### src/hw/rtl/ercb_ram.sv
// Generic single-port-write, single-port-read RAM with registered read.
// No dependencies.
module ercb_ram #(
    parameter int WIDTH = 8,
    parameter int DEPTH = 16
) (
    input  logic                     clk,
    input  logic                     we,
    input  logic [$clog2(DEPTH)-1:0] waddr,
    input  logic [WIDTH-1:0]         wdata,
    input  logic [$clog2(DEPTH)-1:0] raddr,
    output logic [WIDTH-1:0]         rdata
);
    logic [WIDTH-1:0] mem [DEPTH];

    always_ff @(posedge clk)
    begin
        if (we)
        begin
            mem[waddr] <= wdata;
        end
        rdata <= mem[raddr];
    end
endmodule

### config.mk
export PLATFORM = sky130hd
export DESIGN_NAME = ercb_ram
export DESIGN_NICKNAME = d
export VERILOG_FILES = /design/src/hw/rtl/ercb_ram.sv
export SDC_FILE = /design/constraint.sdc
export NUM_CORES = 1
export LEC_CHECK = 0
export BUFFER_PORTS_ARGS = -buffer_cell sky130_fd_sc_hd__buf_2
export CORE_UTILIZATION = 33
export CTS_CLUSTER_DIAMETER = 30
export DETAILED_ROUTE_END_ITERATION = 12
export PLACE_DENSITY = 0.45
export SYNTH_ARGS = -nofsm -noshare
export SYNTH_HDL_FRONTEND = slang
export SYNTH_SLANG_ARGS = --single-unit
### constraint.sdc
create_clock -name clk -period 3.3 [get_ports clk]
set_input_delay 0.66 -clock clk [delete_from_list [all_inputs] [get_ports clk]]
set_output_delay 0.66 -clock clk [all_outputs]
set_load 0.02 [all_outputs]
Yosys cells after proc, flatten, opt, wreduce, memory -nomap -nowiden. Memory sizes are Yosys's and may differ from the RTL's. A register that Yosys moved wholly into a read port is not among the register bits. Index checks and enable logic that the tools add are counted.

Register bits after elaboration: 0. Input bits: 18. Bits in writable memories: 128. Output and inout bits: 8. Word-level logic and storage cells: 3. Memories kept: 1.

Memories: mem (words 16, width 8, read ports 1, clocked after Yosys merged registers in 1, write ports 1, RTL line 14) `logic [WIDTH-1:0] mem [DEPTH];`.

Mux-type cells: 2.

Operators with widths (number): 2-to-1 mux 1 bit (2).

Logic depth before layout (Yosys ltp). Gate-level depths: netlist of the first run.

Depth in word-level cells: 2. Depth in mapped cells: 5. Depth with buffers taken out: 3.

Worst setup path before layout of the first run. Ideal clock, no wire load.

Kind: in2reg. Start: in waddr[2]. End: mem mem[0][0], enable pin. Buffers on the path: 0. Cell stages on the path: 2. Data arrival time: 1770 ps. Data required time: 2917 ps. Setup slack: 1147 ps. Setup time: 383 ps. Cell sequence: or3b_2 > nor3_1.

RTL lines: start: declaration (RTL line 9) `input logic [$clog2(DEPTH)-1:0] waddr,`; end: declaration (RTL line 14).

No word-level cell before the write port.

==> flow_summary_export.csv, run 1 <==
group,metric,value,unit
status,status,"finished, final reports clean",
setup_path,arrival,2060,ps
floorplanning,die_area,16100,sq um
timing,setup_slack,1530,ps
final_layout,fin_nets,301,
pwr,p_per_area,646,nW/um^2
floorplanning,die_x,127,microns
synth,yosysWarnings,0,
detailed_routing,wl,10500,microns
floorplanning,pin_count,26,
detailed_routing,via_count,2413,
setup_path,cp.required,3590,ps
setup_path,start_kind,"primary input",
setup_path,path_class,"in -> reg",
detailed_routing,drc,0,
global_route,met3_usage,3.12,%
synth,synth_cell_types,19,
timing,fin_tns_setup,0,ps
setup_path,cp_slowest_cell,"buf_2",
synth,synth_top_area_cell,"edfxtp_1",
global_route,antenna_found_initial,0,
synth,synth_top_area_share,74.7,%
setup_path,worstPathCellList,"buf_2 -> buf_4 -> mux4_1 -> a22oi_1 -> nand2_1",
final_layout,num_antenna_cells,0,
job,cap_viol_max_count,0,
setup_path,path_buf_inv,2,
final_layout,final_cells,484,
synth,ys_ff_latch,136,
pwr,p_clk_share,46.4,%
synth,synth_flop_cell,"edfxtp_1",
timing,maxSlewViolCount,0,
detailed_routing,final_antenna_net_count,0,
min_path,worst_hold_path_type,"in -> reg",
global_route,grt_pass1_vias,2545,
timing,fin_skew,4.81,ps
global_route,use_met1,19.6,%
clocking,cts_buffer_depth,2,
synth,syn_nets,247,
detailed_routing,first_pass_iters,4,
timing,slew_headroom,35.8,%
floorplanning,coreArea,15200,sq um
clocking,postCtsSetupRepairBufs,0,
timing,fmax,0.564,GHz
placed_design,io_buffer_count,25,
final_layout,drive_gt1_share,30.7,%
placed_design,hpwl,6290,microns
clocking,ctsResizeCount,0,
clocking,clock-sinks,136,
synth,syn_inst,229,
detailed_routing,vias_per_cell,4.99,
setup_path,path_max_fanout,24,
pwr,power,3.98,mW
timing,finalCritPeriodShare,53.8,%
clocking,htree_num_levels,4,
clocking,numCtsBuffers,17,
global_route,grt_remaining_overflow,0,
pwr,ir_worst_vdd,0.000403,V
setup_path,crit_path_max_incr_delay,490,ps
clocking,clk_latency,410,ps
floorplanning,die_height,127,microns
global_route,busiest_layer,"met2",
global_route,grt_use_total,14.5,%
timing,tightest_slew,962,ps
synth,synthArstFlopShare,0,%
final_layout,area_growth,19.7,%
placed_design,dp.cells,452,
pwr,pwr-share-comb,4.8,%
pwr,p_switching,0.781,mW
global_route,grt_max_degree,33,
detailed_routing,drt-initial-drc-count,243,
pwr,switching_share,19.6,%
pwr,power.internal,3.20,mW
synth,syn_area,5150,sq um
placed_design,place_congestion,0.659,
timing,setup_viol,0,
pwr,pwr-share-seq,48.8,%
setup_path,crit_family,"buffers and inverters",
clocking,cts.clk_slew.worst_paths,50,ps
timing,whs,628,ps
timing,min_period,1770,ps
setup_path,cp-end-kind,"flop",
synth,synth-edff-count,128,
pwr,p_leak,2.09,nW
placed_design,pre_cts_ws,1010,ps
synth,synthTopCellsByArea,"edfxtp_1 75%, mux4_2 7.9%, mux4_1 7.1%",
global_route,grt_pass1_wl,16100,microns
clocking,ctsHoldBuffers,0,
clocking,root_buffer,"clkbuf_16",
synth,syn_avg_cell_area,22.5,sq um
detailed_routing,wl_per_cell,21.7,microns
clocking,cts_tree,"done",
timing,rsz0062_at_grt,"no",
global_route,grt_use_met2,22.4,%
synth,ys_seq_area_share,77.8,%
floorplanning,rows,45,
floorplanning,start_util,33.9,%
timing,hold_violations,0,
==> power groups by stage <==
stage	sequential (mW)	clock (mW)	combinational, mW
after floorplan	1.99	0	0.0980
after global placement	1.98	0	0.195
after detailed placement	1.98	0	0.195
after CTS	1.94	1.88	0.196
after global routing	1.95	1.94	0.210
final	1.94	1.85	0.190
==> cell usage in the layout (no fill, tap or decap) <==
cell,count
nand2_1,9
nor2b_1,1
nor2_1,13
bufinv_16,3
clkinv_1,3
clkbuf_8,1
mux4_2,18
nand3_1,1
buf_4,19
nand2b_1,2
a22oi_1,16
nand3b_1,2
mux4_1,14
clkinv_2,6
and2b_1,1
and2_1,1
clkbuf_16,17
clkbuf_1,2
nor3_1,4
edfxtp_1,128
dfxtp_1,8
buf_2,25
buf_12,1
or3b_2,1
==> per-stage QoR <==
step                area (sq um)  util (%)
floorplan                   5150         -
global placement            5580      36.7
detailed placement          5580      36.7
CTS                         6160      40.5
global route                6160      40.5
finish                      6160      40.5
==> worst paths after layout <==
| path | to | from | depth (start not counted) | slack [ps] |
|---|---|---|---|---|
| worst max register to register | rdata[5]$_DFF_P_ | mem[9][5]$_DFFE_PP_ | 3 | 1960 |
| worst max-delay path | rdata[5]$_DFF_P_ | raddr[1] | 5 | 1530 |
| worst min register to register | rdata[7]$_DFF_P_ | mem[15][7]$_DFFE_PP_ | 3 | 680 |
| worst min-delay path | mem[14][6]$_DFFE_PP_ | wdata[6] | 1 | 630 |
==> area by class of cell <==
cell class                      count  area [sq um]
Sequential cell                   136          4000
Clock inverter                     12           131
Clock buffer                       20           447
Timing Repair Buffer               45           288
Multi-Input combinational cell     83          1060
Tap cell                          188           235
Fill cell                        1351          9040
==> registers in the layout, summed over array words and instances (netlist names) <==
register,flops
rdata,8
mem,128
==> layer usage <==
metal / vias to the layer above / share of wire, %
met4: 0 / 1.5
met2: 55 / 48
met3: 15 / 4.2
li1: 1082 / -
met5: - / 0
met1: 1261 / 46
==> synth_stat cells, types with 2 or more instances <==
cell type        count
nor3_1               4
nand3b_1             2
dfxtp_1              8
mux4_2              18
buf_6                3
mux4_1              14
clkdlybuf4s25_2      3
nand2_1              9
edfxtp_1           128
nor2_1              13
buf_2                3
nand2b_1             2
a22oi_1             16
==> kinds of logic after synthesis <==
group | Yosys count | synth area share [%]
DFF | 136 | 77.8
and+or+nand+nor | 35 | 3.18
muxes | 32 | 15.0
AOI/OAI and AO/OA | 16 | 2.33
buffers and inverters | 10 | 1.68
Note: power is estimated with default switching activity, not from simulation.
==> run 2, diff against run 1 <==
--- a/config.mk
+++ b/config.mk
@@ -5,11 +5,12 @@
 export SDC_FILE = /design/constraint.sdc
 export NUM_CORES = 1
 export LEC_CHECK = 0
+export ABC_AREA = 1
 export BUFFER_PORTS_ARGS = -buffer_cell sky130_fd_sc_hd__buf_2
 export CORE_UTILIZATION = 33
 export CTS_CLUSTER_DIAMETER = 30
 export DETAILED_ROUTE_END_ITERATION = 12
-export PLACE_DENSITY = 0.45
+export PLACE_DENSITY = 0.47
 export SYNTH_ARGS = -nofsm -noshare
 export SYNTH_HDL_FRONTEND = slang
 export SYNTH_SLANG_ARGS = --single-unit
==> constraint.sdc (replaced) <==
create_clock -name clk -period 1.6 [get_ports clk]
set_input_delay 0.32 -clock clk [delete_from_list [all_inputs] [get_ports clk]]
set_output_delay 0.32 -clock clk [all_outputs]
set_load 0.02 [all_outputs]
==> flow_summary_export.csv, run 2 <==
group,metric,value,unit
final_layout,final_common_cell,"nand2_1",
setup_path,cp.required,1280,ps
floorplanning,die_x,134,microns
final_layout,final_cell_mix,"173 x nand2_1, 128 x edfxtp_1, 100 x inv_1",
synth,ys_seq_area_share,69.4,%
synth,yosys.area_share.xor_xnor,0,%
global_route,antenna_found_initial,0,
timing,rsz0062_at_grt,"no",
timing,fmax,0.780,GHz
placed_design,dp.cells,798,
setup_path,r2r-end,"rdata[0]$_DFF_P_",
synth,synth_top_area_cell,"edfxtp_1",
detailed_routing,vias_per_cell,4.53,
synth,muxShareOfSynthArea,0,%
global_route,grt_pass1_wl,21900,microns
detailed_routing,dr_wl_met3,478,microns
synth,synth_flop_cell,"edfxtp_1",
min_path,worst_hold_path_type,"in -> reg",
synth,synthArstFlopShare,0,%
synth,synth-simple-area-share,21.0,%
synth,synth-edff-count,128,
timing,fin_tns_setup,0,ps
clocking,ctsHoldBuffers,0,
clocking,root_buffer,"clkbuf_16",
timing,whs,271,ps
clocking,clk_latency,420,ps
final_layout,fin_nets,615,
synth,syn_avg_cell_area,10.5,sq um
timing,setup_slack,318,ps
clocking,htree_num_levels,4,
final_layout,largest_reg_flops,128,
synth,synth_most_common_cell,"nand2_1",
pwr,power,7.90,mW
pwr,p_clk_share,42.5,%
final_layout,fill_cells,1669,
clocking,ctsResizeCount,0,
floorplanning,pin_count,26,
setup_path,path_class,"reg -> out",
detailed_routing,first_pass_iters,5,
final_layout,final_cells,827,
pwr,pwr-share-comb,6.7,%
final_layout,regMostFlops,"mem",
detailed_routing,highest_layer,"met4",
final_layout,num_antenna_cells,0,
synth,synth_compound_area_share,0,%
setup_path,worstPathCellList,"buf_2",
clocking,numCtsBuffers,17,
placed_design,post_dp_cell_area,6230,sq um
timing,slew_headroom,72.0,%
setup_path,path_buf_inv,1,
detailed_routing,via_count,3745,
synth,syn_nets,569,
floorplanning,rows,47,
setup_path,path_max_fanout,1,
setup_path,start_kind,"flop",
timing,maxSlewViolCount,0,
timing,setup_viol,0,
pwr,power.internal,6.15,mW
detailed_routing,wl_met1,6530,microns
synth,synth_top_family_by_area,"simple AND/OR/NAND/NOR gates",
setup_path,startpoint,"rdata[7]$_DFF_P_",
timing,min_period,1280,ps
placed_design,hpwl,8730,microns
pwr,p_per_area,1170,nW/um^2
pwr,p_switching,1.75,mW
setup_path,crit_path_max_incr_delay,360,ps
min_path,holdPathStages,3,
global_route,grt_pass1_vias,3698,
pwr,ir_worst_vdd,0.000797,V
timing,fin_skew,7.49,ps
pwr,switching_share,22.1,%
min_path,whs_endpoint,"rdata[7]$_DFF_P_",
clocking,cts.clk_slew.worst_paths,50,ps
min_path,hold_start,"raddr[3]",
detailed_routing,wl_per_cell,16.7,microns
detailed_routing,drc,0,
synth,synthTopCellsByArea,"edfxtp_1 67%, nand2_1 11%, nand3_1 8.4%",
global_route,grt_max_degree,65,
placed_design,place_congestion,0.757,
detailed_routing,drt-initial-drc-count,309,
detailed_routing,dr_wl_met2,6550,microns
final_layout,drive_gt1_share,12.7,%
floorplanning,coreArea,16800,sq um
timing,finalCritPeriodShare,80.1,%
clocking,cts_tree,"done",
setup_path,arrival,960,ps
floorplanning,start_util,34.3,%
timing,tightest_slew,419,ps
synth,ys_ff_latch,136,
final_layout,final_util,40.0,%
clocking,cts_buffer_depth,2,
global_route,grt_remaining_overflow,0,
synth,synth_cell_types,12,
detailed_routing,wl,13800,microns
pwr,pwr-share-seq,50.8,%
synth,yosysWarnings,0,
status,status,"finished, final reports clean",
synth,synth_top_area_share,66.7,%
setup_path,r2r-start,"mem[1][0]$_DFFE_PP_",
final_layout,largest_registers,"mem: 128 flops, rdata: 8 flops",
pwr,p_leak,2.91,nW
clocking,postCtsSetupRepairBufs,0,
setup_path,reg2regPathDepth,6,
placed_design,pre_cts_ws,20.9,ps
job,cap_viol_max_count,0,
synth,syn_area,5770,sq um
synth,syn_inst,551,
synth,synth_top_cells_by_count,"173 x nand2_1, 128 x edfxtp_1, 100 x inv_1, 97 x nand3_1, 17 x nor2_1",
setup_path,crit_family,"flip-flops",
clocking,clock-sinks,136,
final_layout,area_growth,16.7,%
setup_path,rrSetupSlack,530,ps
timing,hold_violations,0,
global_route,grt_use_total,16.9,%
detailed_routing,final_antenna_net_count,0,
floorplanning,die_area,18000,sq um
final_layout,finalInstanceArea,6730,sq um
floorplanning,die_height,134,microns
placed_design,io_buffer_count,25,
setup_path,cp_slowest_cell,"dfxtp_1",
synth,synth-adder-area-share,0,%
setup_path,cp-end-kind,"output pin",
## run 2: cell count changes after synthesis, sizes merged, moves of 2 or more
cell,delta
nand2,+164
nand3,+96
clkdlybuf4s25,-3
buf,+17
inv,+102
nand2b,-2
a22oi,-16
nor3,-4
mux4,-32
nor2,+4
## run 2: cell families (layout without fill, tap and decap cells)
family,Yosys count,count (layout)
and+or+nand+nor,289,289
DFF,136,136
buffers and inverters,126,182
## run 2: how the worst max path moves through the flow
| stage | to | slack, ps | cells after the start |
|---|---|---|---|
| after floorplan | mem[10][0]$_DFFE_PP_ | 330 | 2 |
| after global placement | rdata[0]$_DFF_P_ | 20 | 8 |
| after detailed placement | rdata[0]$_DFF_P_ | 20 | 8 |
| after CTS | rdata[7] | 270 | 1 |
| after global routing | rdata[7] | 260 | 1 |
| final | rdata[7] | 320 | 1 |
## run 2: worst register-to-register path, delay by kind of cell (launching register included)
kind,cells,cell delay (ps)
and+or+nand+nor,5,530
DFF,1,370
buffers and inverters,1,60
## run 2: metal layers
| layer | global-route usage (%) | vias to the layer above |
|---|---|---|
| met4 | 7.37 | 0 |
| met2 | 26.5 | 69 |
| met1 | 22.9 | 1796 |
| li1 | - | 1864 |
| met3 | 3.14 | 16 |
| met5 | 0 | - |
## run 2: area by class of cell
class                           count  area, sq um  area share, %
Sequential cell                   136         4000           59.5
Timing Repair Buffer               51          358           5.32
Multi-Input combinational cell    289         1210           18.0
Inverter                          102          383           5.69
Clock inverter                      6         28.8          0.428
Clock buffer                       23          468           6.95
Tap cell                          220          275           4.09
## run 2: power by group through the flow
stage / registers, mW / logic, mW / clock network [mW]
4_1_cts: 4.01 / 0.545 / 3.43
3_5_place_dp: 4.08 / 0.543 / 0
5_1_grt: 4.02 / 0.598 / 3.55
6_report: 4.01 / 0.533 / 3.36
2_1_floorplan: 4.11 / 0.281 / 0
3_3_place_gp: 4.08 / 0.541 / 0
